--- src/sv/adt_pkg.sv ---
// ----------------------------------------------------------------------------
// adt_pkg: shared constants and helpers for the IR distance display path
// Fixed-point constants, field widths, config codes and the segment encoder.
// ----------------------------------------------------------------------------
package adt_pkg;

	// field widths
	localparam int ADC_W     = 10;
	localparam int DIST_W    = 5;
	localparam int DIGIT_W   = 4;
	localparam int SEG_W     = 7;
	localparam int CFG_W     = 7;
	localparam int CFG_IDX_W = 1;

	// default converter resolution
	localparam int SAMPLE_BITS_DEF = 10;

	// config register indexes
	localparam logic [CFG_IDX_W-1:0] REG_MIN_DISTANCE = 1'd0;
	localparam logic [CFG_IDX_W-1:0] REG_MAX_DISTANCE = 1'd1;

	// config reset values
	localparam logic [CFG_W-1:0] MIN_DISTANCE_RST = 7'd10;
	localparam logic [CFG_W-1:0] MAX_DISTANCE_RST = 7'd80;

	// linearization constants
	localparam int GAIN_Q8       = 1581;       // 6.1744, 8 fraction bits
	localparam int GAIN_W        = 11;
	localparam int OFFSET_Q8     = 517606;     // 2021.9, 8 fraction bits
	localparam int ARG_FRAC      = 8;          // extra shift before the root
	localparam int COEF_Q16      = 19521;      // 0.29787 in Q0.16
	localparam int COEF_W        = 15;
	localparam int INTERCEPT_Q24 = 504893538;  // 30.094, 24 fraction bits
	localparam int FRAC_BITS     = 24;

	// common-cathode pattern gfedcba, blank for non-digits
	function automatic logic [SEG_W-1:0] seg7(input logic [DIGIT_W-1:0] digit);
		logic [SEG_W-1:0] pat;
		begin
			case (digit)
				4'd0: pat = 7'h3F;
				4'd1: pat = 7'h06;
				4'd2: pat = 7'h5B;
				4'd3: pat = 7'h4F;
				4'd4: pat = 7'h66;
				4'd5: pat = 7'h6D;
				4'd6: pat = 7'h7D;
				4'd7: pat = 7'h07;
				4'd8: pat = 7'h7F;
				4'd9: pat = 7'h6F;
				default: pat = '0;
			endcase
			return pat;
		end
	endfunction

endpackage

--- src/sv/adt_if.sv ---
// ----------------------------------------------------------------------------
// adt_if: valid/ready channels of the distance display path
// Sample channel in, result channel out.
// ----------------------------------------------------------------------------
interface adt_in_if;
	logic                      valid;
	logic                      ready;
	logic [adt_pkg::ADC_W-1:0] adc_sample;

	modport source(output valid, output adc_sample, input ready);
	modport sink(input valid, input adc_sample, output ready);
endinterface

interface adt_out_if;
	logic                        valid;
	logic                        ready;
	logic                        valid_res;
	logic [adt_pkg::DIST_W-1:0]  distance_cm;
	logic [adt_pkg::DIGIT_W-1:0] tens_digit;
	logic [adt_pkg::DIGIT_W-1:0] units_digit;
	logic [adt_pkg::SEG_W-1:0]   tens_segments;
	logic [adt_pkg::SEG_W-1:0]   units_segments;

	modport source(output valid, output valid_res, output distance_cm, output tens_digit,
		output units_digit, output tens_segments, output units_segments, input ready);
	modport sink(input valid, input valid_res, input distance_cm, input tens_digit,
		input units_digit, input tens_segments, input units_segments, output ready);
endinterface

--- src/sv/adt_front.sv ---
// ----------------------------------------------------------------------------
// adt_front: sample scaling stage
// Forms 1581*s - 517606 and registers it, shifted up, as the root radicand.
// ----------------------------------------------------------------------------
module adt_front #(
	parameter int SAMPLE_BITS = adt_pkg::SAMPLE_BITS_DEF,
	parameter int RADW        = 30
) (
	input  logic            clk,
	input  logic            arst_n,
	adt_in_if.sink          din,
	output logic            v_o,
	input  logic            rdy_i,
	output logic            neg_o,
	output logic [RADW-1:0] rad_o
);

	localparam int SCW = SAMPLE_BITS + adt_pkg::GAIN_W;

	logic [adt_pkg::ADC_W+SAMPLE_BITS-1:0] ext;
	logic [SAMPLE_BITS-1:0]                smp;
	logic [SCW-1:0]                        scaled;
	logic [SCW-1:0]                        arg;
	logic                                  v_s1;
	logic                                  neg_s1;
	logic [RADW-1:0]                       rad_s1;

	// low SAMPLE_BITS of the sample, zero-extended if wider than the field
	assign ext = {{SAMPLE_BITS{1'b0}}, din.adc_sample};
	assign smp = ext[SAMPLE_BITS-1:0];

	// gain and offset
	assign scaled = SCW'(adt_pkg::GAIN_Q8) * SCW'(smp);
	assign arg    = scaled - SCW'(adt_pkg::OFFSET_Q8);

	assign din.ready = !v_s1 || rdy_i;

	// stage register
	always_ff @(posedge clk or negedge arst_n) begin
		if (!arst_n) begin
			v_s1 <= 1'b0;
		end else if (din.ready) begin
			v_s1 <= din.valid;
		end
	end

	always_ff @(posedge clk) begin
		if (din.ready && din.valid) begin
			neg_s1 <= scaled < SCW'(adt_pkg::OFFSET_Q8);
			rad_s1 <= RADW'({arg, {adt_pkg::ARG_FRAC{1'b0}}});
		end
	end

	assign v_o   = v_s1;
	assign neg_o = neg_s1;
	assign rad_o = rad_s1;

endmodule

--- src/sv/adt_sqrt_cell.sv ---
// ----------------------------------------------------------------------------
// adt_sqrt_cell: one digit of the pipelined square root
// Takes two radicand bits, decides one root bit, hands all to the next cell.
// ----------------------------------------------------------------------------
module adt_sqrt_cell #(
	parameter int RW   = 15,
	parameter int RADW = 30
) (
	input  logic            clk,
	input  logic            arst_n,
	input  logic            v_i,
	output logic            rdy_o,
	input  logic            neg_i,
	input  logic [RW+1:0]   rem_i,
	input  logic [RW-1:0]   root_i,
	input  logic [RADW-1:0] rad_i,
	output logic            v_o,
	input  logic            rdy_i,
	output logic            neg_o,
	output logic [RW+1:0]   rem_o,
	output logic [RW-1:0]   root_o,
	output logic [RADW-1:0] rad_o
);

	localparam int REMW = RW + 2;

	logic [REMW+1:0] cur;
	logic [REMW+1:0] trial;
	logic            take;
	logic [REMW-1:0] rem_n;
	logic [RW-1:0]   root_n;

	logic            v_q;
	logic            neg_q;
	logic [REMW-1:0] rem_q;
	logic [RW-1:0]   root_q;
	logic [RADW-1:0] rad_q;

	// trial subtraction of (root << 2) | 1
	assign cur    = {rem_i, rad_i[RADW-1 -: 2]};
	assign trial  = (REMW+2)'({root_i, 2'b01});
	assign take   = cur >= trial;
	assign rem_n  = take ? REMW'(cur - trial) : cur[REMW-1:0];
	assign root_n = {root_i[RW-2:0], take};

	assign rdy_o = !v_q || rdy_i;

	always_ff @(posedge clk or negedge arst_n) begin
		if (!arst_n) begin
			v_q <= 1'b0;
		end else if (rdy_o) begin
			v_q <= v_i;
		end
	end

	always_ff @(posedge clk) begin
		if (rdy_o && v_i) begin
			neg_q  <= neg_i;
			rem_q  <= rem_n;
			root_q <= root_n;
			rad_q  <= {rad_i[RADW-3:0], 2'b00};
		end
	end

	assign v_o    = v_q;
	assign neg_o  = neg_q;
	assign rem_o  = rem_q;
	assign root_o = root_q;
	assign rad_o  = rad_q;

endmodule

--- src/sv/adt_back.sv ---
// ----------------------------------------------------------------------------
// adt_back: distance, window test and digit encoding
// Stage 1 scales the root; stage 2 forms the distance and the output word.
// ----------------------------------------------------------------------------
module adt_back #(
	parameter int RW = 15
) (
	input  logic                       clk,
	input  logic                       arst_n,
	input  logic                       v_i,
	output logic                       rdy_o,
	input  logic                       neg_i,
	input  logic [RW-1:0]              root_i,
	input  logic [adt_pkg::CFG_W-1:0]  min_dist,
	input  logic [adt_pkg::CFG_W-1:0]  max_dist,
	adt_out_if.source                  dout
);

	localparam int PW  = RW + adt_pkg::COEF_W;
	localparam int DW  = PW + 1;
	localparam int MW  = DW - adt_pkg::FRAC_BITS;
	localparam int CW  = (MW > adt_pkg::CFG_W) ? MW : adt_pkg::CFG_W;

	logic                        v_s1;
	logic                        neg_s1;
	logic [PW-1:0]               prod_s1;
	logic                        rdy2;

	logic signed [DW-1:0]        diff;
	logic [DW-1:0]               mag;
	logic [MW-1:0]               whole;
	logic [CW-1:0]               d_c;
	logic                        ok;
	logic [adt_pkg::DIST_W-1:0]  d5;
	logic [adt_pkg::DIGIT_W-1:0] tens;
	logic [adt_pkg::DIGIT_W-1:0] units;

	logic                        v_s2;
	logic                        res_s2;
	logic [adt_pkg::DIST_W-1:0]  dist_s2;
	logic [adt_pkg::DIGIT_W-1:0] tens_s2;
	logic [adt_pkg::DIGIT_W-1:0] units_s2;
	logic [adt_pkg::SEG_W-1:0]   tseg_s2;
	logic [adt_pkg::SEG_W-1:0]   useg_s2;

	assign rdy2  = !v_s2 || dout.ready;
	assign rdy_o = !v_s1 || rdy2;

	// stage 1: root times slope
	always_ff @(posedge clk or negedge arst_n) begin
		if (!arst_n) begin
			v_s1 <= 1'b0;
		end else if (rdy_o) begin
			v_s1 <= v_i;
		end
	end

	always_ff @(posedge clk) begin
		if (rdy_o && v_i) begin
			neg_s1  <= neg_i;
			prod_s1 <= PW'(root_i) * PW'(adt_pkg::COEF_Q16);
		end
	end

	// intercept minus product, whole part truncated toward zero
	assign diff  = $signed(DW'(adt_pkg::INTERCEPT_Q24)) - $signed({1'b0, prod_s1});
	assign mag   = diff[DW-1] ? DW'(-diff) : DW'(diff);
	assign whole = mag[DW-1 -: MW];
	assign d_c   = CW'(whole);

	// negative nonzero distance never passes; zero passes when the window allows
	assign ok = !neg_s1 && !(diff[DW-1] && (whole != '0))
		&& (d_c >= CW'(min_dist)) && (d_c <= CW'(max_dist));
	assign d5 = whole[adt_pkg::DIST_W-1:0];

	// split into digits; a passing distance stays below 32
	always_comb begin
		if (d5 >= adt_pkg::DIST_W'(30)) begin
			tens  = adt_pkg::DIGIT_W'(3);
			units = adt_pkg::DIGIT_W'(d5 - adt_pkg::DIST_W'(30));
		end else if (d5 >= adt_pkg::DIST_W'(20)) begin
			tens  = adt_pkg::DIGIT_W'(2);
			units = adt_pkg::DIGIT_W'(d5 - adt_pkg::DIST_W'(20));
		end else if (d5 >= adt_pkg::DIST_W'(10)) begin
			tens  = adt_pkg::DIGIT_W'(1);
			units = adt_pkg::DIGIT_W'(d5 - adt_pkg::DIST_W'(10));
		end else begin
			tens  = '0;
			units = adt_pkg::DIGIT_W'(d5);
		end
	end

	// stage 2: output word register
	always_ff @(posedge clk or negedge arst_n) begin
		if (!arst_n) begin
			v_s2 <= 1'b0;
		end else if (rdy2) begin
			v_s2 <= v_s1;
		end
	end

	always_ff @(posedge clk) begin
		if (rdy2 && v_s1) begin
			res_s2   <= ok;
			dist_s2  <= ok ? d5 : '0;
			tens_s2  <= ok ? tens : '0;
			units_s2 <= ok ? units : '0;
			tseg_s2  <= ok ? adt_pkg::seg7(tens) : '0;
			useg_s2  <= ok ? adt_pkg::seg7(units) : '0;
		end
	end

	assign dout.valid          = v_s2;
	assign dout.valid_res      = res_s2;
	assign dout.distance_cm    = dist_s2;
	assign dout.tens_digit     = tens_s2;
	assign dout.units_digit    = units_s2;
	assign dout.tens_segments  = tseg_s2;
	assign dout.units_segments = useg_s2;

endmodule

--- src/sv/adc_distance_to_seven_segment.sv ---
// ----------------------------------------------------------------------------
// adc_distance_to_seven_segment: IR sensor linearizer with two-digit display
// Scales a sample, takes a pipelined square root, maps it to centimeters,
// checks the window and encodes tens and units for seven-segment display.
// ----------------------------------------------------------------------------
//  channel  dir  handshake          word
//  din      in   valid/ready        adc_sample
//  dout     out  valid/ready        valid_res, distance_cm, digits, segments
//  cfg      in   cfg_we (no wait)   cfg_idx, cfg_data
//
//  One word per cycle while dout does not stall. The stages are: one
//  scaling stage, one root cell per root bit (RW = (SAMPLE_BITS+20)/2),
//  one multiply stage and the output register.
//  Every stage has its own valid; a stalled output holds only the stages
//  behind a full one, so bubbles still fill while dout waits.
//  Reset clears stage valids and loads the window to 10..80 cm.
// ----------------------------------------------------------------------------
module adc_distance_to_seven_segment #(
	parameter int SAMPLE_BITS = adt_pkg::SAMPLE_BITS_DEF
) (
	input  logic                          clk,
	input  logic                          arst_n,
	adt_in_if.sink                        din,
	adt_out_if.source                     dout,
	input  logic                          cfg_we,
	input  logic [adt_pkg::CFG_IDX_W-1:0] cfg_idx,
	input  logic [adt_pkg::CFG_W-1:0]     cfg_data
);

	localparam int RW   = (SAMPLE_BITS + 20) / 2;
	localparam int RADW = 2 * RW;

	logic [adt_pkg::CFG_W-1:0] min_q;
	logic [adt_pkg::CFG_W-1:0] max_q;

	// cell chain links; link 0 is the front stage output
	logic            v_w    [RW+1];
	logic            rdy_w  [RW+1];
	logic            neg_w  [RW+1];
	logic [RW+1:0]   rem_w  [RW+1];
	logic [RW-1:0]   root_w [RW+1];
	logic [RADW-1:0] rad_w  [RW+1];

	// window registers
	always_ff @(posedge clk or negedge arst_n) begin
		if (!arst_n) begin
			min_q <= adt_pkg::MIN_DISTANCE_RST;
			max_q <= adt_pkg::MAX_DISTANCE_RST;
		end else if (cfg_we) begin
			unique case (cfg_idx)
				adt_pkg::REG_MIN_DISTANCE: min_q <= cfg_data;
				adt_pkg::REG_MAX_DISTANCE: max_q <= cfg_data;
				default: ;
			endcase
		end
	end

	adt_front #(
		.SAMPLE_BITS(SAMPLE_BITS),
		.RADW       (RADW)
	) u_front (
		.clk   (clk),
		.arst_n(arst_n),
		.din   (din),
		.v_o   (v_w[0]),
		.rdy_i (rdy_w[0]),
		.neg_o (neg_w[0]),
		.rad_o (rad_w[0])
	);

	// root and remainder start at zero
	assign rem_w[0]  = '0;
	assign root_w[0] = '0;

	// one cell per root bit
	for (genvar k = 0; k < RW; k++) begin : g_cell
		adt_sqrt_cell #(
			.RW  (RW),
			.RADW(RADW)
		) u_cell (
			.clk   (clk),
			.arst_n(arst_n),
			.v_i   (v_w[k]),
			.rdy_o (rdy_w[k]),
			.neg_i (neg_w[k]),
			.rem_i (rem_w[k]),
			.root_i(root_w[k]),
			.rad_i (rad_w[k]),
			.v_o   (v_w[k+1]),
			.rdy_i (rdy_w[k+1]),
			.neg_o (neg_w[k+1]),
			.rem_o (rem_w[k+1]),
			.root_o(root_w[k+1]),
			.rad_o (rad_w[k+1])
		);
	end

	adt_back #(
		.RW(RW)
	) u_back (
		.clk     (clk),
		.arst_n  (arst_n),
		.v_i     (v_w[RW]),
		.rdy_o   (rdy_w[RW]),
		.neg_i   (neg_w[RW]),
		.root_i  (root_w[RW]),
		.min_dist(min_q),
		.max_dist(max_q),
		.dout    (dout)
	);

endmodule

--- src/flat_wrapper.sv ---
// flat-port wrapper written by rule: the top's interface ports become plain ports
module adc_distance_to_seven_segment_flat 
#(
	parameter int SAMPLE_BITS = adt_pkg::SAMPLE_BITS_DEF
)
  (clk, arst_n, cfg_we, cfg_idx, cfg_data, din_valid, din_adc_sample, din_ready, dout_valid, dout_valid_res, dout_distance_cm, dout_tens_digit, dout_units_digit, dout_tens_segments, dout_units_segments, dout_ready);
  adt_in_if din_i ();
  adt_out_if dout_i ();
  input  logic clk;
  input  logic arst_n;
  input  logic cfg_we;
  input  logic [adt_pkg::CFG_IDX_W-1:0] cfg_idx;
  input  logic [adt_pkg::CFG_W-1:0] cfg_data;
  input wire logic [$bits(din_i.valid)-1:0] din_valid;
  input wire logic [$bits(din_i.adc_sample)-1:0] din_adc_sample;
  output wire logic [$bits(din_i.ready)-1:0] din_ready;
  output wire logic [$bits(dout_i.valid)-1:0] dout_valid;
  output wire logic [$bits(dout_i.valid_res)-1:0] dout_valid_res;
  output wire logic [$bits(dout_i.distance_cm)-1:0] dout_distance_cm;
  output wire logic [$bits(dout_i.tens_digit)-1:0] dout_tens_digit;
  output wire logic [$bits(dout_i.units_digit)-1:0] dout_units_digit;
  output wire logic [$bits(dout_i.tens_segments)-1:0] dout_tens_segments;
  output wire logic [$bits(dout_i.units_segments)-1:0] dout_units_segments;
  input wire logic [$bits(dout_i.ready)-1:0] dout_ready;
  assign din_i.valid = din_valid;
  assign din_i.adc_sample = din_adc_sample;
  assign din_ready = din_i.ready;
  assign dout_valid = dout_i.valid;
  assign dout_valid_res = dout_i.valid_res;
  assign dout_distance_cm = dout_i.distance_cm;
  assign dout_tens_digit = dout_i.tens_digit;
  assign dout_units_digit = dout_i.units_digit;
  assign dout_tens_segments = dout_i.tens_segments;
  assign dout_units_segments = dout_i.units_segments;
  assign dout_i.ready = dout_ready;
  adc_distance_to_seven_segment #(.SAMPLE_BITS(SAMPLE_BITS)) u_core (.clk(clk), .arst_n(arst_n), .din(din_i), .dout(dout_i), .cfg_we(cfg_we), .cfg_idx(cfg_idx), .cfg_data(cfg_data));
endmodule
--- config.mk ---
export PLATFORM = sky130hd
export DESIGN_NAME = adc_distance_to_seven_segment_flat
export DESIGN_NICKNAME = d
export VERILOG_FILES = /design/src/sv/adt_pkg.sv /design/src/sv/adt_if.sv /design/src/sv/adt_front.sv /design/src/sv/adt_sqrt_cell.sv /design/src/sv/adt_back.sv /design/src/sv/adc_distance_to_seven_segment.sv /design/src/flat_wrapper.sv
export SDC_FILE = /design/constraint.sdc
export NUM_CORES = 1
export LEC_CHECK = 0
export BUFFER_PORTS_ARGS = -buffer_cell sky130_fd_sc_hd__buf_2
export CAP_MARGIN = 20
export CORE_MARGIN = 2
export CORE_UTILIZATION = 40
export CTS_BUF_LIST = sky130_fd_sc_hd__clkbuf_16
export DETAILED_ROUTE_END_ITERATION = 16
export PLACE_DENSITY = 0.6
export SYNTH_ARGS = -nofsm -noshare
export SYNTH_HDL_FRONTEND = slang
export SYNTH_SLANG_ARGS = --single-unit
--- constraint.sdc ---
create_clock -name clk -period 10.5 [get_ports clk]
set_input_delay 2.1 -clock clk [delete_from_list [all_inputs] [get_ports clk]]
set_output_delay 2.1 -clock clk [all_outputs]
set_load 0.05 [all_outputs]
Word-level counts from Yosys, hierarchy flattened. Memory sizes are Yosys's and may differ from the RTL's. A register that Yosys moved wholly into a read port is not among the register bits. Index checks and enable logic that the tools add are counted.

Register bits: 568. ROM bits: 224. Bits of input ports: 23. Output and inout bits: 30. Word-level logic and storage cells: 219. Memories kept: 2.

$add $sub $neg: 20. Multipliers: 2. $lt $le $gt $ge: 21. Mux-type cells: 21. Bitwise gates (word level): 1. Reduce and logical (&&, ||, !) cells: 65.

Memories: (name not given) (depth 16, bits a word 7, read ports 1, clocked after Yosys merged registers in 1, write ports 0, line adt_pkg.sv:40) `case (digit)`; (name not given) (depth 16, bits a word 7, read ports 1, clocked after Yosys merged registers in 1, write ports 0, line adt_pkg.sv:40).

Operators with widths (count): two-way mux 17 bit (13); two-way mux 31 bit (1); negation 31 bit (1); subtractor 29 x 30 -> 31 bit (first input constant) (1); multiplier 15 x 15 -> 30 bit (second input constant) (1); logical AND 1 bit (22); zero test 1 bit (22); less-than comparator 21 x 19 -> 1 bit (second input constant) (1); multiplier 11 x 10 -> 21 bit (first input constant) (1); subtractor 21 x 19 -> 21 bit (second input constant) (1); >= comparator 19 x 10 -> 1 bit (1); >= comparator 19 x 11 -> 1 bit (1); >= comparator 19 x 12 -> 1 bit (1); >= comparator 19 x 13 -> 1 bit (1); >= comparator 19 x 14 -> 1 bit (1); >= comparator 19 x 15 -> 1 bit (1); >= comparator 19 x 16 -> 1 bit (1); >= comparator 19 x 3 -> 1 bit (1); >= comparator 19 x 4 -> 1 bit (1); >= comparator 19 x 5 -> 1 bit (1); >= comparator 19 x 6 -> 1 bit (1); >= comparator 19 x 7 -> 1 bit (1); >= comparator 19 x 8 -> 1 bit (1); >= comparator 19 x 9 -> 1 bit (1); other kinds (28) (52).

Depth between registers and ports, before layout. Gate-level depths: netlist of run 1.

Depth after elaboration: 20. Mapped depth: 26. Depth with buffers taken out: 23.

By module. A second synthesis of run 1 with hierarchy kept.

Cell total of the unflattened synthesis: 4434. Area, all modules: 56882.1 sq um.

By module, submodules not included: adt_sqrt_cell (instances 15, cells an instance 225, area an instance 3080.5 sq um, sequential area each 1856.8 sq um); adt_back (instances 1, cells an instance 700, area an instance 6822.8 sq um, sequential area each 1671.6 sq um); adt_front (instances 1, cells an instance 327, area an instance 3278.1 sq um, sequential area each 685.7 sq um); adc_distance_to_seven_segment (instances 1, cells an instance 32, area an instance 574.3 sq um, sequential area each 355.3 sq um).

Worst setup path after synthesis of run 1. Ideal clock, no wire load.

Path type: input to register. From: input port din_adc_sample[1]. To: register u_core.u_front.rad_s1[28], in the netlist u_core.u_front.rad_o[28], data pin. Setup time: 0.261 ns. Arrival time: 6.293 ns. Data required time: 10.239 ns. Slack: 3.946 ns. Cell stages on the path: 20. Path buffers: 0. Path through: ha_1 ha_1 ha_1 inv_1 fa_1 inv_1 ha_1 ha_1 and3b_1 o21a_1 o21ai_0 a21boi_0 o21ai_0 a21oi_1 o2111a_1 a211oi_1 o31ai_1 nor3b_1 a41oi_1 xnor2_1.

Longest elaborated chain between the ends: 2.

Ends and longest elaborated chain: from (decl) (line flat_wrapper.sv:15) `input wire logic [$bits(din_i.adc_sample)-1:0] din_adc_sample;`; multiplier 11 x 10 -> 21 bit (line adt_front.sv:33) `assign scaled = SCW'(adt_pkg::GAIN_Q8) * SCW'(smp);`; subtractor 21 x 19 -> 21 bit (line adt_front.sv:34) `assign arg = scaled - SCW'(adt_pkg::OFFSET_Q8);`; net u_core.u_front.arg[20] (line adt_front.sv:23) `logic [SCW-1:0] arg;`; to (signal assigned) (line adt_front.sv:50) `rad_s1 <= RADW'({arg, {adt_pkg::ARG_FRAC{1'b0}}});`; to (decl) (line adt_front.sv:26) `logic [RADW-1:0] rad_s1;`.

The timed path passes the listed nets, and every way through them passes these cells. A chain may end at the register's enable or synchronous reset.

Final worst setup path of run 1.
From: input port dout_ready. To: output port din_ready.

Longest elaborated chain between the ends: 18.

Ends and longest elaborated chain: from (decl) (line flat_wrapper.sv:24) `input wire logic [$bits(dout_i.ready)-1:0] dout_ready;`; logical OR 1 bit (line adt_back.sv:46) `assign rdy2 = !v_s2 || dout.ready;`; logical OR 1 bit (line adt_back.sv:47) `assign rdy_o = !v_s1 || rdy2;`; logical OR 1 bit (15 in series) (line adt_sqrt_cell.sv:46) `assign rdy_o = !v_q || rdy_i;`; logical OR 1 bit (line adt_front.sv:36) `assign din.ready = !v_s1 || rdy_i;`; to (decl) (line flat_wrapper.sv:16) `output wire logic [$bits(din_i.ready)-1:0] din_ready;`.

Every way passes these cells.

==> impl_results.md, run 1 <==
* Run status: finished clean
* # setup viols final at 0
* Final Net Count at 3187
* Multiplexer share of the synthesized area at 0.01271
* Core footprint at around 79000 um2
* Final-layout worst hold slack at around 410 ps
* Number of buffers added by the clock tree synthesis step at slightly below 60
* Adder and majority cell fraction of the synthesized area at 0.1636
* Number of warnings printed during yosys synthesis at 0
* Largest net degree at the start of global routing at 38
* Share of flip-flops with an asynchronous set or reset at 0.05664
* Compound-cell area share of the yosys netlist at 0.09167
* Grt total ovfl at 0
* 1st-pass router iterations at 5
* Combinational family with the most area after synthesis: adder cells
* First-pass GRT wire length at 91800 um
* Clk_skew at 21.81 ps
* Combined global-route utilization of all metal layers at 0.1332
* Final max-slew violation count at 0
* XOR/XNOR share of the synthesized area at 0.05981
* Hold Path Class: reg -> reg
* Number of buffer and inverter stages on the critical path at 2
* Share of layout cells above drive strength 1 at 0.08824
* Fin crit period at ~7000 ps
* Proportion of synthesized chip area in sequential cells at 0.5253
* Final Core Density at 0.4481
* Die Wd at 286.9 um
* Series of cell instances along the critical path: buf_2 > nor2b_1 > nand3_1 > nor2_1 > nand2_1 > nor3_1 > nand3_1 > nor2_1 > nand4_1 > buf_2
* Number of global-route vias before repair at between 15000 and 20000
* Total instance count after detailed placement at roughly 3800
* Number of vias per cell after detailed routing at around 5
* Share of the synthesized area in the top cell type at 0.5001
* CTS clk-pin slew, worst paths at ~60 ps
* Critical Setup Path Class: in -> out
* Number of hold buffers added after cts at 0
* Area grow syn2layout at 10.79%
* Initial antenna violation count at 0
* H-tree depth at 2
* CP max stage cell: sky130_fd_sc_hd__nor3_1
* Average cell area after synthesis at around 12 um2
* Number of synthesized register bits at 565
* Critical path fanouts, max at 5
* Resized cells post-CTS at 0
* CP Capture Type: output pin
* Kind of launch point of the worst setup path: input port
* Post-detailed-routing wire length at around 55000 um
* Most used flip-flop cell after synthesis: sky130_fd_sc_hd__edfxtp_1
* Number of endpoints with negative hold slack in the final report at 0
* Maximum VDD drop at 0.0004251 V
* Post-synthesis cell area at between 30000 and 40000 um2
* Initial core utilization at 0.4045
* Power per standard cell area at 322.9 nW/um2
* Detailed placer's ending HPWL at around 43000 um
* Count of non-filler cells in the finished layout at between 3000 and 4000
* Insertion delay of the later-clocked pin in the worst-skew pair at 620 ps
* Measured slew at the worst slew-check pin at slightly above 1000 ps
* Row count at a little over 100
* Multi-input logic area at between 10000 and 15000 um2
* CTS tree: done
* Leakage at 0.01479 uW
* Data required, critical path at approximately 8400 ps
* Area fraction in and, or, nand and nor cells after synthesis at 0.09930
* Stage delay of the slowest cell on the critical path at ~680 ps
* Post-synthesis instance total at ~2700
* Post-layout total power at 11450 uW
* Post-detailed-route DRC marker count at 0
* Clock root cell: sky130_fd_sc_hd__clkbuf_16
* Period utilization at 0.6558
* Antenna viol nets, final at 0
* Fill cells at approximately 7200
* Register Area at 16810 um2
* Total vias in the final route at between 15000 and 20000
* Largest area contributor in the netlist: sky130_fd_sc_hd__edfxtp_1
* Family with the most delay on the worst path: simple AND/OR/NAND/NOR gates
* Most area-consuming cells after synthesis: sky130_fd_sc_hd__edfxtp_1 (50%), sky130_fd_sc_hd__ha_1 (13%), sky130_fd_sc_hd__inv_1 (4.2%)
* Number of antenna cells inserted at 0
* Routability Congestion at 0.8529
* Total I/O pin count at 53
* Count of flip-flops with a built-in enable after synthesis at around 530
* Number of port buffers at 50
* Longest Clk Path Bufs at 3
* Worst relative slew slack at 0.3243
* RSZ-0062 raised after global routing: false
* Die ar. at 82290 um2
* Die boundary height at 286.9 um
* Post-CTS Repair Setup Buffers at 0
* Final setup TNS at 0 ps
* Number of distinct library cells after synthesis at roughly 90
* Max cap viols at 0
* Detailed-route wire length per cell at 14.23 um
* Number of clock sinks at about 570
* Critical path arrival at 4790 ps
* Highest attainable clock frequency at about 150 MHz
* DRC violation total after the first TritonRoute iteration at around 850
## cells in the final DEF (no fill, tap or decap), types with 13 or more instances in the layout
master / n
sky130_fd_sc_hd__ha_1: 337
sky130_fd_sc_hd__nand4_1: 13
sky130_fd_sc_hd__xnor2_1: 137
sky130_fd_sc_hd__fa_1: 51
sky130_fd_sc_hd__o21bai_1: 31
sky130_fd_sc_hd__or3_1: 20
sky130_fd_sc_hd__clkinv_2: 17
sky130_fd_sc_hd__and2_1: 18
sky130_fd_sc_hd__or2_2: 22
sky130_fd_sc_hd__buf_2: 50
sky130_fd_sc_hd__edfxtp_1: 533
sky130_fd_sc_hd__nor4_1: 26
sky130_fd_sc_hd__o21ai_0: 96
sky130_fd_sc_hd__nand3_1: 41
sky130_fd_sc_hd__a21o_1: 31
sky130_fd_sc_hd__dfrtp_1: 28
sky130_fd_sc_hd__nand2b_1: 66
sky130_fd_sc_hd__nor2_1: 150
sky130_fd_sc_hd__buf_4: 13
sky130_fd_sc_hd__or4_1: 14
sky130_fd_sc_hd__nand2_1: 123
sky130_fd_sc_hd__a21oi_1: 165
sky130_fd_sc_hd__xor2_1: 71
sky130_fd_sc_hd__mux2_2: 33
sky130_fd_sc_hd__o21a_1: 34
sky130_fd_sc_hd__inv_1: 361
sky130_fd_sc_hd__and3_1: 13
sky130_fd_sc_hd__clkbuf_16: 60
sky130_fd_sc_hd__nor3_1: 57
sky130_fd_sc_hd__nor2b_1: 26
## per-layer routing
metal	track usage	routed length, um	share of wire	vias to the layer above
met5	0	0	0	-
met4	0.04141	1307	0.024	0
met3	0.01992	1786	0.032	98
met2	0.2501	28920	0.52	236
met1	0.1553	23090	0.42	9390
li1	-	-	-	9724
## through the flow
| step | worst slack (ps) | instance area [um2] |
|---|---|---|
| after floorplan | 3946 | 32020 |
| after global placement | 3363 | 33550 |
| after detailed placement | 3303 | 33550 |
| after CTS | 3576 | 35400 |
| after global routing | 3177 | 35460 |
| final | 3614 | 35460 |
## path summary, 6_finish.rpt
path / from / to / slack [ps] / cells after the start
setup / recovery: dout_ready / din_ready / 3610 / 10
hold / removal: u_core.g_cell[7].u_cell.rad_o[27] / u_core.g_cell[8].u_cell.rad_o[29] / 410 / 0
setup reg to reg: u_core.u_back.prod_s1[0] / u_core.u_back.dout.units_segments[6] / 4100 / 23
hold reg to reg: u_core.g_cell[7].u_cell.rad_o[27] / u_core.g_cell[8].u_cell.rad_o[29] / 410 / 0
max in group asynchronous: arst_n / u_core.g_cell[10].u_cell.v_o / 8500 / 1
min in group asynchronous: arst_n / u_core.u_back.dout.valid / 1540 / 1
## registers in the layout, indices dropped and copies added (netlist names)
register	count
u_core.u_back.dout.valid_res	1
u_core.u_back.dout.tens_segments	6
u_core.min_q	7
u_core.u_back.dout.units_digit	3
u_core.u_front.v_o	1
u_core.g_cell.u_cell.v_o	15
u_core.u_back.v_s1	1
u_core.max_q	7
u_core.u_front.rad_o	21
u_core.u_back.prod_s1	30
u_core.g_cell.u_cell.rad_o	110
u_core.u_back.neg_s1	1
u_core.u_back.dout.tens_digit	1
u_core.g_cell.u_cell.rem_o	212
u_core.g_cell.u_cell.neg_o	15
u_core.u_front.neg_o	1
u_core.g_cell.u_cell.root_o	120
u_core.u_back.dout.distance_cm	5
u_core.u_back.dout.valid	1
u_core.u_back.dout.units_segments	7
## where the power goes
part	switching (uW)	internal, uW	total [uW]
Combinational	3270	2530	5800
Sequential	344	3330	3680
Clock	859	1110	1970
Total	4470	6980	11400
## cells in the mapped netlist (41+ instances only)
master                     number
sky130_fd_sc_hd__a21oi_1      165
sky130_fd_sc_hd__o21ai_0       96
sky130_fd_sc_hd__nand3_1       41
sky130_fd_sc_hd__ha_1         337
sky130_fd_sc_hd__inv_1        355
sky130_fd_sc_hd__nand2_1      123
sky130_fd_sc_hd__edfxtp_1     533
sky130_fd_sc_hd__xnor2_1      137
sky130_fd_sc_hd__nand2b_1      66
sky130_fd_sc_hd__xor2_1        71
sky130_fd_sc_hd__fa_1          51
sky130_fd_sc_hd__nor2_1       150
sky130_fd_sc_hd__nor3_1        57
## logic make-up (layout without fill, tap and decap cells)
group / count (synthesis) / in the layout
other: 1 / 5
buffers and inverters: 394 / 530
multiplexers: 36 / 36
AND/OR/NAND/NOR: 622 / 622
adder cells (fa/ha/maj): 388 / 388
AO/OA/AOI/OAI: 463 / 463
flip-flops: 565 / 565
XOR/XNOR: 213 / 213
## cell type report
type / instances / area share
inverters: 357 / 0.03779
well taps: 1050 / 0.03705
flip-flops and latches: 565 / 0.4741
multi-input cells: 1727 / 0.3873
clock inverters: 47 / 0.009845
clock buffers: 60 / 0.04234
repair buffers: 66 / 0.01157
## worst reg2reg max path: stages (launching register included)
cell and delay (ps):
sky130_fd_sc_hd__edfxtp_1 500, sky130_fd_sc_hd__ha_1 360, sky130_fd_sc_hd__nor4_2 110, sky130_fd_sc_hd__o211ai_1 480, sky130_fd_sc_hd__a21oi_1 170, sky130_fd_sc_hd__a311oi_1 350, sky130_fd_sc_hd__nand2_1 90, sky130_fd_sc_hd__nor3_1 710
sky130_fd_sc_hd__a21oi_1 190, sky130_fd_sc_hd__xor2_1 650, sky130_fd_sc_hd__ha_1 380, sky130_fd_sc_hd__nor2b_1 140, sky130_fd_sc_hd__o21ai_0 140, sky130_fd_sc_hd__nand2b_1 70, sky130_fd_sc_hd__a21oi_1 150, sky130_fd_sc_hd__nor2b_1 60
sky130_fd_sc_hd__o21ai_0 150, sky130_fd_sc_hd__nand2b_1 80, sky130_fd_sc_hd__a21oi_1 150, sky130_fd_sc_hd__a41oi_1 80, sky130_fd_sc_hd__nor3_1 250, sky130_fd_sc_hd__nand2_1 430, sky130_fd_sc_hd__nor4b_1 430, sky130_fd_sc_hd__a31o_1 150
(Power assumes the default switching activity.)
==> run 2: changes to the inputs <==
- clock period: 10.5 -> 6.6 ns (I/O delays scaled with it)
==> run 2 against run 1 <==
Effect of this change:
- total power increased by 60%
- core utilization increased by 0.059 points
- clock skew increased by 7.1 ps
- clock-buffer cell count unchanged
- flip-flop and latch count unchanged
- worst hold slack got worse by 6.4 ps
- non-clock buffer count increased by 4
- register-to-register slack got worse by 3400 ps
- critical path type is now reg -> reg
- critical endpoint is now u_core.u_back.dout.units_segments[6]
- highest routed layer unchanged
==> impl_results.md, run 2 (synthesized netlist as in run 1, its figures left out) <==
* CTS clk-pin slew, worst paths at 60 ps (about the same)
* Worst R2R Setup Slack at 660 ps (was 4100 ps)
* Highest attainable clock frequency at ~170 MHz
* Area grow syn2layout at 10.93% (was 10.79%)
* Count of non-filler cells in the finished layout at 3875 (was 3872)
* Post-layout total power at 18330 uW (was 11450 uW)
* Fin crit period at 5945 ps
* Die boundary height at 286.9 um (unchanged)
* Leading cell type in the layout, fill and taps excluded: sky130_fd_sc_hd__edfxtp_1 (unchanged)
* Post-detailed-routing wire length at 55120 um (was 55100 um)
* 1st-pass router iterations at 5 (unchanged)
* Crit path setup slack, layout at 655.2 ps (was 3614 ps)
* CTS tree: done (unchanged)
* Die Wd at 286.9 um (unchanged)
* Measured slew at the worst slew-check pin at 975.2 ps (was 1014 ps)
* H-tree depth at 2 (unchanged)
* Post-detailed-route DRC marker count at 0 (unchanged)
* Multi-input logic area at 13730 um2 (unchanged)
* Number of clock sinks at 565 (unchanged)
* Run status: finished clean (unchanged)
* Antenna viol nets, final at 0 (unchanged)
* Data required, critical path at 6960 ps (was 8400 ps)
* Initial core utilization at 0.4045 (unchanged)
* Power per standard cell area at 516.2 nW/um2 (was 322.9 nW/um2)
* First-pass GRT wire length at 92230 um (was 91800 um)
* Total I/O pin count at 53 (unchanged)
* Number of hold buffers added after cts at 0 (unchanged)
* Worst relative slew slack at 0.3331 (was 0.3243)
* Resized cells post-CTS at 0 (unchanged)
* Largest net degree at the start of global routing at 38 (unchanged)
* Longest Clk Path Bufs at 3 (unchanged)
* Max cap viols at 0 (unchanged)
* Critical register-to-register path startpoint: u_core.u_back.prod_s1[0] (unchanged)
* Total instance count after detailed placement at 3767 (was 3762)
* Critical path arrival at 6310 ps (was 4790 ps)
* Final-layout worst hold slack at 408.5 ps (was 414.8 ps)
* Number of antenna cells inserted at 0 (unchanged)
* Number of vias per cell after detailed routing at 4.997 (was 5.023)
* Pre-CTS setup slack at 112.6 ps (was 3303 ps)
* CP Capture Type: flop (was output pin)
* Hold Path Class: reg -> reg (unchanged)
* Share of layout cells above drive strength 1 at 0.08566 (was 0.08824)
* Grt total ovfl at 0 (unchanged)
* Detailed placer's ending HPWL at 42420 um (was 42720 um)
* Insertion delay of the later-clocked pin in the worst-skew pair at 620 ps (about the same)
* Core footprint at 79130 um2 (unchanged)
* RSZ-0062 raised after global routing: false (unchanged)
* Final setup TNS at 0 ps (unchanged)
* Leakage at 0.01485 uW (was 0.01479 uW)
* # setup viols final at 0 (unchanged)
* Number of port buffers at 50 (unchanged)
* Clock root cell: sky130_fd_sc_hd__clkbuf_16 (unchanged)
* Post-CTS Repair Setup Buffers at 0 (unchanged)
* Worst reg-to-reg path cell count at 22 (was 23)
* Clk_skew at 28.86 ps (was 21.81 ps)
* Combined global-route utilization of all metal layers at 0.1339 (was 0.1332)
* Detailed-route wire length per cell at 14.22 um (was 14.23 um)
* Critical path fanouts, max at 21 (was 5)
* Kind of launch point of the worst setup path: flop (was input port)
* Endpoint of the worst setup timing path: u_core.u_back.dout.units_segments[6] (was din_ready)
* Row count at 103 (unchanged)
* Die ar. at 82290 um2 (unchanged)
* Routability Congestion at 0.8655 (was 0.8529)
* Period utilization at 0.9007
* Register Area at 16810 um2 (unchanged)
* Final Net Count at 3191 (was 3187)
* DRC violation total after the first TritonRoute iteration at 866 (was 846)
* Destination of the worst register-to-register timing path: u_core.u_back.dout.units_segments[6] (unchanged)
* Initial antenna violation count at 0 (unchanged)
* Total vias in the final route at 19362 (was 19448)
* Number of global-route vias before repair at 19610 (was 19666)
* Number of buffers added by the clock tree synthesis step at 59 (unchanged)
* Number of endpoints with negative hold slack in the final report at 0 (unchanged)
* Fill cells at 7209 (was 7225)
* Critical Setup Path Class: reg -> reg (was in -> out)
* Maximum VDD drop at 0.0005640 V (was 0.0004251 V)
* Final max-slew violation count at 0 (unchanged)
* Timing startpoint of the critical path: u_core.u_back.prod_s1[0] (was dout_ready)
* Number of flip-flops in the largest register at 212 (unchanged)
* Leading cell types in the layout, fill and taps excluded: sky130_fd_sc_hd__edfxtp_1 (533), sky130_fd_sc_hd__inv_1 (370), sky130_fd_sc_hd__ha_1 (337), sky130_fd_sc_hd__a21oi_1 (165), sky130_fd_sc_hd__nor2_1 (150) (was sky130_fd_sc_hd__edfxtp_1 (533), sky130_fd_sc_hd__inv_1 (361), sky130_fd_sc_hd__ha_1 (337), sky130_fd_sc_hd__a21oi_1 (165), sky130_fd_sc_hd__nor2_1 (150))
## run 2: worst min path at each step
stage | slack (ps) | cells past startpoint | endpoint | startpoint
after CTS | 400 | 0 | u_core.g_cell[9].u_cell.rad_o[29] | u_core.g_cell[8].u_cell.rad_o[27]
after global placement | 400 | 0 | u_core.g_cell[4].u_cell.neg_o | u_core.g_cell[3].u_cell.neg_o
after detailed placement | 400 | 0 | u_core.g_cell[0].u_cell.rad_o[20] | u_core.u_front.rad_o[18]
after global routing | 410 | 0 | u_core.g_cell[9].u_cell.rad_o[28] | u_core.g_cell[8].u_cell.rad_o[26]
after floorplan | 400 | 0 | u_core.g_cell[0].u_cell.neg_o | u_core.u_front.neg_o
final | 410 | 0 | u_core.g_cell[9].u_cell.rad_o[28] | u_core.g_cell[8].u_cell.rad_o[26]
## run 2: metal layers
| metal | vias to the layer above | GRT usage | part of all wire |
|---|---|---|---|
| li1 | 9713 | - | - |
| met1 | 9349 | 0.1543 | 0.41 |
| met2 | 218 | 0.2557 | 0.53 |
| met3 | 82 | 0.02190 | 0.033 |
| met4 | 0 | 0.03333 | 0.019 |
| met5 | - | 0 | 0 |
## run 2: power breakdown
part / leakage [uW] / internal [uW] / switching, uW
registers: 0.00548 / 5300 / 541
clock network: 0.000975 / 1870 / 1340
logic: 0.00839 / 4070 / 5200
total: 0.0148 / 11200 / 7080
## run 2: metrics by stage
stage | cell area, um2 | utilization
after floorplan | 32020 | -
after CTS | 35470 | 0.4483
after global placement | 33580 | 0.4244
final | 35510 | 0.4487
after global routing | 35510 | 0.4487
after detailed placement | 33580 | 0.4244
## run 2: area by class of cell
type / instances / area share
Clock inverter: 46 / 0.01096
Sequential cell: 565 / 0.4735
Timing Repair Buffer: 70 / 0.01173
Inverter: 357 / 0.03774
Tap cell: 1050 / 0.03700
Multi-Input combinational cell: 1727 / 0.3868
Clock buffer: 60 / 0.04229
## run 2: critical path, stage by stage, from the launching register on
cell,delay (ps)
sky130_fd_sc_hd__edfxtp_1,500
sky130_fd_sc_hd__ha_1,370
sky130_fd_sc_hd__nor4_2,120
sky130_fd_sc_hd__o211ai_1,550
sky130_fd_sc_hd__a21oi_1,220
sky130_fd_sc_hd__a31o_1,220
sky130_fd_sc_hd__a32oi_1,350
sky130_fd_sc_hd__or2_4,220
sky130_fd_sc_hd__o21ai_2,70
sky130_fd_sc_hd__xnor2_2,580
sky130_fd_sc_hd__ha_1,360
sky130_fd_sc_hd__nand2b_1,140
sky130_fd_sc_hd__a21o_1,190
sky130_fd_sc_hd__a21o_1,170
sky130_fd_sc_hd__a21oi_1,180
sky130_fd_sc_hd__nor2b_1,60
sky130_fd_sc_hd__o21ai_0,160
sky130_fd_sc_hd__nand2b_1,70
sky130_fd_sc_hd__a21oi_1,180
sky130_fd_sc_hd__nor3_1,80
sky130_fd_sc_hd__nand2_1,520
sky130_fd_sc_hd__inv_1,160
sky130_fd_sc_hd__a31o_1,210
